### src/hdl/banked_rom_memory_mapper_defines.svh
// assertion macros for the banked rom memory mapper
// used by the top level; no other dependencies
`ifndef BANKED_ROM_MEMORY_MAPPER_DEFINES_SVH
`define BANKED_ROM_MEMORY_MAPPER_DEFINES_SVH

`ifndef SYNTHESIS
`define BRMM_ASSERT(lbl, clk, rst, prop) \
  lbl: assert property (@(posedge clk) disable iff (rst) prop) \
    else $error("brmm assertion failed");
`define BRMM_ASSERT_ALWAYS(lbl, clk, prop) \
  lbl: assert property (@(posedge clk) prop) \
    else $error("brmm assertion failed");
`else
`define BRMM_ASSERT(lbl, clk, rst, prop)
`define BRMM_ASSERT_ALWAYS(lbl, clk, prop)
`endif

`endif

### src/hdl/brmm_pkg.sv
// shared types and constants of the banked rom memory mapper
// no dependencies
`timescale 1ns / 1ps

package brmm_pkg;

  localparam int MAX_PAGES  = 256;
  localparam int PAGE_BYTES = 16384;

  localparam int PAGE_W     = $clog2(MAX_PAGES);
  localparam int NEFF_W     = PAGE_W + 1;
  localparam int OFFSET_W   = $clog2(PAGE_BYTES);
  localparam int ROM_ADDR_W = PAGE_W + OFFSET_W;
  localparam int CFG_W      = 9;
  localparam int BANK_W     = 8;
  localparam int STEP_W     = $clog2(BANK_W);
  localparam int BUS_W      = 16;
  localparam int DATA_W     = 8;
  localparam int RAM_DEPTH  = 8192;
  localparam int RAM_AW     = $clog2(RAM_DEPTH);
  localparam int NUM_BANKS  = 4;
  localparam int NUM_SLOTS  = 3;
  localparam int BANK_IDX_W = $clog2(NUM_BANKS);

  localparam logic [BUS_W-1:0] FIXED_END = 16'h03FF;
  localparam logic [BUS_W-1:0] SLOT0_END = 16'h3FFF;
  localparam logic [BUS_W-1:0] SLOT1_END = 16'h7FFF;
  localparam logic [BUS_W-1:0] SLOT2_END = 16'hBFFF;
  localparam logic [BUS_W-1:0] BANK_BASE = 16'hFFFC;
  localparam logic [BANK_W-1:0] CART_EN_MASK = 8'h08;
  localparam logic [CFG_W-1:0] PAGE_CNT_RESET = 9'd1;

  typedef enum logic [1:0] {
    TGT_ROM     = 2'd0,
    TGT_CART    = 2'd1,
    TGT_SYS     = 2'd2,
    TGT_IGNORED = 2'd3
  } target_t;

  typedef enum logic [2:0] {
    S_IDLE,
    S_READ,
    S_RSTART,
    S_RWAIT,
    S_LOAD
  } state_t;

  typedef struct packed {
    logic busy;
    logic done;
  } mod_status_t;

  localparam logic [BANK_W-1:0] BANK_RESET [NUM_BANKS] = '{8'd0, 8'd0, 8'd1, 8'd2};

endpackage

### src/hdl/brmm_mod.sv
// shared remainder unit: bank value modulo page count, one bit per cycle
// depends on brmm_pkg
`timescale 1ns / 1ps

module brmm_mod (
  input  logic                          clk,
  input  logic                          rst,
  input  logic                          start,
  input  logic [brmm_pkg::BANK_W-1:0]   dividend,
  input  logic [brmm_pkg::NEFF_W-1:0]   divisor,
  output brmm_pkg::mod_status_t         status,
  output logic [brmm_pkg::PAGE_W-1:0]   remainder
);

  logic                          busy;
  logic                          done;
  logic [brmm_pkg::STEP_W-1:0]   count;
  logic [brmm_pkg::BANK_W-1:0]   dvd;
  logic [brmm_pkg::NEFF_W-1:0]   div;
  logic [brmm_pkg::PAGE_W-1:0]   rem;
  logic [brmm_pkg::NEFF_W-1:0]   trial;
  logic [brmm_pkg::NEFF_W-1:0]   diff;
  logic [brmm_pkg::PAGE_W-1:0]   rem_next;

  always_comb begin
    trial = {rem, dvd[brmm_pkg::BANK_W-1]};
    diff  = trial - div;
    if (trial >= div) begin
      rem_next = diff[brmm_pkg::PAGE_W-1:0];
    end else begin
      rem_next = trial[brmm_pkg::PAGE_W-1:0];
    end
  end

  always_ff @(posedge clk) begin
    if (rst) begin
      busy  <= 1'b0;
      done  <= 1'b0;
      count <= '0;
    end else begin
      done <= 1'b0;
      if (start) begin
        busy  <= 1'b1;
        count <= '0;
      end else if (busy) begin
        count <= count + 1'b1;
        if (count == brmm_pkg::STEP_W'(brmm_pkg::BANK_W - 1)) begin
          busy <= 1'b0;
          done <= 1'b1;
        end
      end
    end
  end

  always_ff @(posedge clk) begin
    if (start) begin
      dvd <= dividend;
      div <= divisor;
      rem <= '0;
    end else if (busy) begin
      dvd <= {dvd[brmm_pkg::BANK_W-2:0], 1'b0};
      rem <= rem_next;
    end
  end

  assign status.busy = busy;
  assign status.done = done;
  assign remainder   = rem;

endmodule

### config.mk
export PLATFORM = sky130hd
export DESIGN_NAME = brmm_mod
export DESIGN_NICKNAME = d
export VERILOG_FILES = /design/src/hdl/banked_rom_memory_mapper_defines.svh /design/src/hdl/brmm_pkg.sv /design/src/hdl/brmm_mod.sv
export SDC_FILE = /design/constraint.sdc
export NUM_CORES = 1
export LEC_CHECK = 0
export BUFFER_PORTS_ARGS = -buffer_cell sky130_fd_sc_hd__buf_2
export CAP_MARGIN = 5
export CELL_PAD_IN_SITES_DETAIL_PLACEMENT = 0
export CELL_PAD_IN_SITES_GLOBAL_PLACEMENT = 1
export CORE_UTILIZATION = 30
export DETAILED_ROUTE_END_ITERATION = 8
export HOLD_SLACK_MARGIN = 0.12
export PLACE_DENSITY = 0.58
export REMOVE_ABC_BUFFERS = 1
export SETUP_SLACK_MARGIN = 0.02
export SKIP_CTS_REPAIR_TIMING = 1
export SYNTH_ARGS = -nofsm -noshare
export SYNTH_HDL_FRONTEND = slang
export SYNTH_SLANG_ARGS = --single-unit
### constraint.sdc
create_clock -name clk -period 2.95 [get_ports clk]
set_input_delay 0.59 -clock clk [delete_from_list [all_inputs] [get_ports clk]]
set_output_delay 0.59 -clock clk [all_outputs]
set_load 0.03 [all_outputs]
==> Yosys cells after proc, flatten, opt, wreduce, memory -nomap -nowiden <==
Index checks and enable logic that the tools add are counted.
{ "op_classes": {"order_cmp": 1, "n_mux": 7, "n_reduce_logical": 3, "eq_ne": 1, "add_sub_neg": 2, "n_bitwise": 1} }
{ "op_table": {"columns": ["operator", "n"], "rows": [
  ["8-bit 2-to-1 mux", 3],
  ["9-bit >= comparator", 1],
  ["8-bit subtractor", 1],
  ["1-bit 2-to-1 mux", 4],
  ["3-bit by 1-bit adder with 3-bit output (second input constant)", 1],
  ["3-bit equality test (second input constant)", 1],
  ["3-bit OR reduction", 1],
  ["2-bit nonzero test", 1],
  ["2-bit OR reduction", 1],
  ["1-bit inverter", 1]
]} }
{ "word_totals": {"output_inout_bits": 10, "input_bits": 20, "wordCells": 21, "ff_bits": 30} }

==> Logic depth before layout (Yosys ltp) <==
{ "logic_depth": {"ltp_word": 4, "depth_mapped": 9} }

==> Worst setup path after synthesis <==
No wires, ideal clock.
{ "synth_timing": {"path_type": "register to register", "from": "reg rem, in the netlist remainder[0]", "to": "reg rem, in the netlist remainder[6]", "n_path_buf": 0, "arrival_ns": 1.973, "synth_period_minus_slack_ns": 2.061, "slack_ns": 0.889, "setup_ns": 0.088, "path_stages_with_launch": 8, "required_ns": 2.862, "cell_sequence": "dfxtp_1 -> inv_1 -> fa_1 -> nand2b_1 -> a21oi_1 -> mux2i_1 -> a32o_1 -> a311oi_2"} }
{ "synth_via": {"elab_chain_len": 2, "elab_cells_between_ends": 3} }
{ "synth_rtl": {"columns": ["element", "line_no", "source"], "rows": [
  ["start, declared", "brmm_mod.sv:20", "logic [brmm_pkg::PAGE_W-1:0] rem;"],
  ["start signal, assigned", "brmm_mod.sv:62", "rem <= rem_next;"],
  ["8-bit subtractor / 9-bit >= comparator (equally long branches)", "brmm_mod.sv:27, brmm_mod.sv:28", null],
  ["8-bit 2-to-1 mux *", "brmm_mod.sv:28", "if (trial >= div) begin"]
]} }
Every way passes the cells marked *; elsewhere a longest branch is shown, timed or not.
A chain may end at the register's enable or synchronous reset.

==> Final worst setup path <==
{ "layout_timing": {"from": "reg dvd[7] in the netlist's numbering", "to": "reg rem, in the netlist remainder[6]"} }
{ "layout_via": {"elab_chain_len": 2, "elab_cells_between_ends": 3} }
{ "layout_rtl": {"columns": ["element", "line_no", "source"], "rows": [
  ["start, declared", "brmm_mod.sv:18", "logic [brmm_pkg::BANK_W-1:0] dvd;"],
  ["start signal, assigned", "brmm_mod.sv:57", "dvd <= dividend;"],
  ["start signal, assigned", "brmm_mod.sv:61", "dvd <= {dvd[brmm_pkg::BANK_W-2:0], 1'b0};"],
  ["8-bit subtractor / 9-bit >= comparator (equally long branches)", "brmm_mod.sv:27, brmm_mod.sv:28", null],
  ["8-bit 2-to-1 mux *", "brmm_mod.sv:28", null]
]} }
Marks and branches as above.

==> results.py <==
metrics = {
    "critical_path": {
        "worstSetupStartpointType": "flop",
        "crit_buf_inv": 1,
        "worstPathMaxFanout": 2,
        "critPathRequiredTime_ns": 3.14,
        "cp_slowest_stage_delay_ns": 0.40,
        "worstPathArrival_ns": 2.32,
        "crit_type": "flop to flop",
        "cp-end-kind": "flop",
        "path_cells": "inv_1, ha_1, fa_1, nand2b_1, a21oi_1, mux2i_1, a32o_1, a311oi_2",
        "reg2reg_slack_ns": 0.83,
        "cpLargestDelayFamily": "compound AO/OA/AOI/OAI gates",
        "slowest_stage": "fa_1",
    },
    "clock_tree": {
        "cts.sinks": 30,
        "numCtsBuffers": 5,
        "cts_max_path_buffers": 2,
        "worst_skew_pair.late_latency_ns": 0.28,
        "tritoncts": "yes",
        "clkTransAtPathRegs_ns": 0.07,
        "cts-root-buf": "clkbuf_8",
        "h-tree-depth": 2,
    },
    "detailed_routing": {
        "drtIter0Drc": 111,
        "wl_per_cell_um": 13.4,
        "detail-route-antenna-nets": 0,
        "dr.pass1.iters": 5,
        "viasPerCell": 4.90,
        "via_count": 1308,
        "drt-total-wl_mm": 3.58,
        "drt_drc_violations_left": 0,
    },
    "flow_run": {
        "maxCapViolCount": 0,
    },
    "timing": {
        "period_share_pct": 72.0,
        "fin_skew_ns": 0.0134,
        "drv_slew": 0,
        "fin_setup_tns_ns": 0,
        "post-route-min-period_ns": 2.12,
        "worst_slack_ns": 0.826,
        "setup_viol": 0,
        "finalHoldViolCount": 0,
        "max_slew_margin_pct": 62.6,
        "max_freq_mhz": 471,
        "rsz0062_at_grt": "no",
        "max_slew.worst_pin.slew_ns": 0.559,
    },
    "die": {
        "dieHeight_um": 77.4,
        "ios": 30,
        "start_util_pct": 31.0,
        "die_w_um": 77.4,
        "num_rows": 27,
        "dieArea_um2": 5990,
        "core_um2": 5510,
    },
    "global_routing": {
        "grt_pass1_vias": 1348,
        "grt_antenna_before_repair": 0,
        "grt_max_degree": 19,
        "grt_pass1_wl_mm": 6.16,
        "grt_usage_pct": 13.2,
        "grt-ovfl-total": 0,
    },
    "finish": {
        "layout_common_cells": "29 x buf_2, 19 x nor2_1, 17 x edfxtp_1, 13 x inv_1, 13 x dfxtp_1",
        "diodes": 0,
        "nets": 226,
        "layout_commonest_cell": "buf_2",
        "layout-drive-gt1-share_pct": 27.2,
        "fillers": 555,
        "area_delta_synth_final_pct": 15.9,
    },
    "pwr": {
        "p_leak_uw": 0.000833,
        "ir_worst_vdd_v": 0.000215,
        "p_per_area_nw_per_um2": 547,
    },
    "place": {
        "gp_congestion": 0.821,
        "pre_cts_ws_ns": 0.843,
        "portBuffers": 29,
        "dpl.hpwl_mm": 2.71,
    },
    "run_status": {
        "outcome": "completed",
    },
    "logic_synthesis": {
        "syn_inst": 165,
        "seq_area_frac_synth_pct": 45.2,
        "ys_warn_count": 0,
        "synthDistinctLibCells": 40,
        "ys_ff_latch": 30,
        "syn_avg_cell_area_um2": 10.3,
        "syn_area_um2": 1710,
    },
    "hold_path": {
        "hp-class": "primary input to flop",
    },
}
## worst register-to-register path, delay by kind of cell, from the launching register on
kind,cells,cell delay [ns]
AO/OA/AOI/OAI,3,0.72
adder cells (fa/ha/maj),2,0.62
flip-flops,1,0.36
AND/OR/NAND/NOR,1,0.17
multiplexers,1,0.12
buffers and inverters,1,0.05
## per-stage QoR
stage	hold WS (ns)	power [uW]	utilization, %	cells	instance area (um2)
floorplan	0.497	697	-	156	1640
global placement	0.494	768	34.4	259	1890
detailed placement	0.520	772	34.4	259	1890
CTS	0.466	1100	35.9	267	1980
global route	0.456	1150	35.9	267	1980
finish	0.478	1080	35.9	267	1980
## state kept, by name, summed over array words and instances (netlist names)
name	flops
busy	1
div	9
remainder	8
count	3
done	1
dvd	8
## power by group
| part | leakage [uW] | internal (uW) | total [uW] | switching (uW) |
|---|---|---|---|---|
| registers | 0.000276 | 479 | 500 | 21.7 |
| clock network | 0.0000450 | 163 | 317 | 154 |
| logic | 0.000512 | 107 | 263 | 156 |
## final timing paths
| kind | from | end | depth (start not counted) |
|---|---|---|---|
| worst max register to register | dvd[7] | remainder[6] | 8 |
| worst min register to register | remainder[7] | remainder[7] | 2 |
| worst max-delay path | dvd[7] | remainder[6] | 8 |
| worst min-delay path | divisor[2] | div[2] | 1 |
## logic make-up (layout without fill, tap and decap cells)
logic type | Yosys count | in the layout | synth area share [%]
AND/OR/NAND/NOR | 54 | 54 | 14.3
XOR/XNOR | 2 | 2 | 1.03
AO/OA/AOI/OAI | 34 | 34 | 16.8
buffers and inverters | 22 | 52 | 6.46
flip-flops | 30 | 30 | 45.2
adder cells (fa/ha/maj) | 12 | 12 | 9.24
multiplexers | 11 | 11 | 6.97
## Yosys cell counts (all sizes together)
master	instances	area (um2)
a21o	1	7.51
buf	6	50.0
mux2i	4	40.0
nand3	9	45.0
clkbuf	3	11.3
o311ai	1	8.76
a211oi	1	20.0
mux2	7	78.8
a211o	3	26.3
a32o	1	10.0
o22ai	1	6.26
dfxtp	13	260
nor2	20	77.6
a31oi	1	6.26
a311oi	7	67.6
fa	1	20.0
nor3	7	35.0
nand2b	4	25.0
o22a	1	8.76
a21oi	7	53.8
o221ai	1	8.76
o21a	1	7.51
nand2	11	41.3
or2b	1	7.51
edfxtp	17	510
o211ai	1	7.51
ha	11	138
a41o	1	10.0
xnor2	2	17.5
inv	13	48.8
and2	1	6.26
o21ai	6	37.5
nor2b	1	6.26
## metal layers
metal / GRT usage (%) / share of wire, % / wire length (um)
met5: 0 / 0 / 0
met4: 5.47 / 0.84 / 30
met3: 4.24 / 4.8 / 171
met2: 21.8 / 48 / 1730
met1: 15.9 / 46 / 1650
## final cells by class
| type | count | area (um2) | share of cell area, % |
|---|---|---|---|
| clock buffer | 6 | 72.6 | 3.67 |
| clock inverter | 2 | 10.0 | 0.506 |
| inverter | 13 | 48.8 | 2.47 |
| multi-input combinational | 113 | 825 | 41.7 |
| sequential | 30 | 771 | 39.0 |
| tap | 72 | 90.1 | 4.56 |
| timing repair buffer | 31 | 160 | 8.10 |
Power figures use the tool's default switching activity.
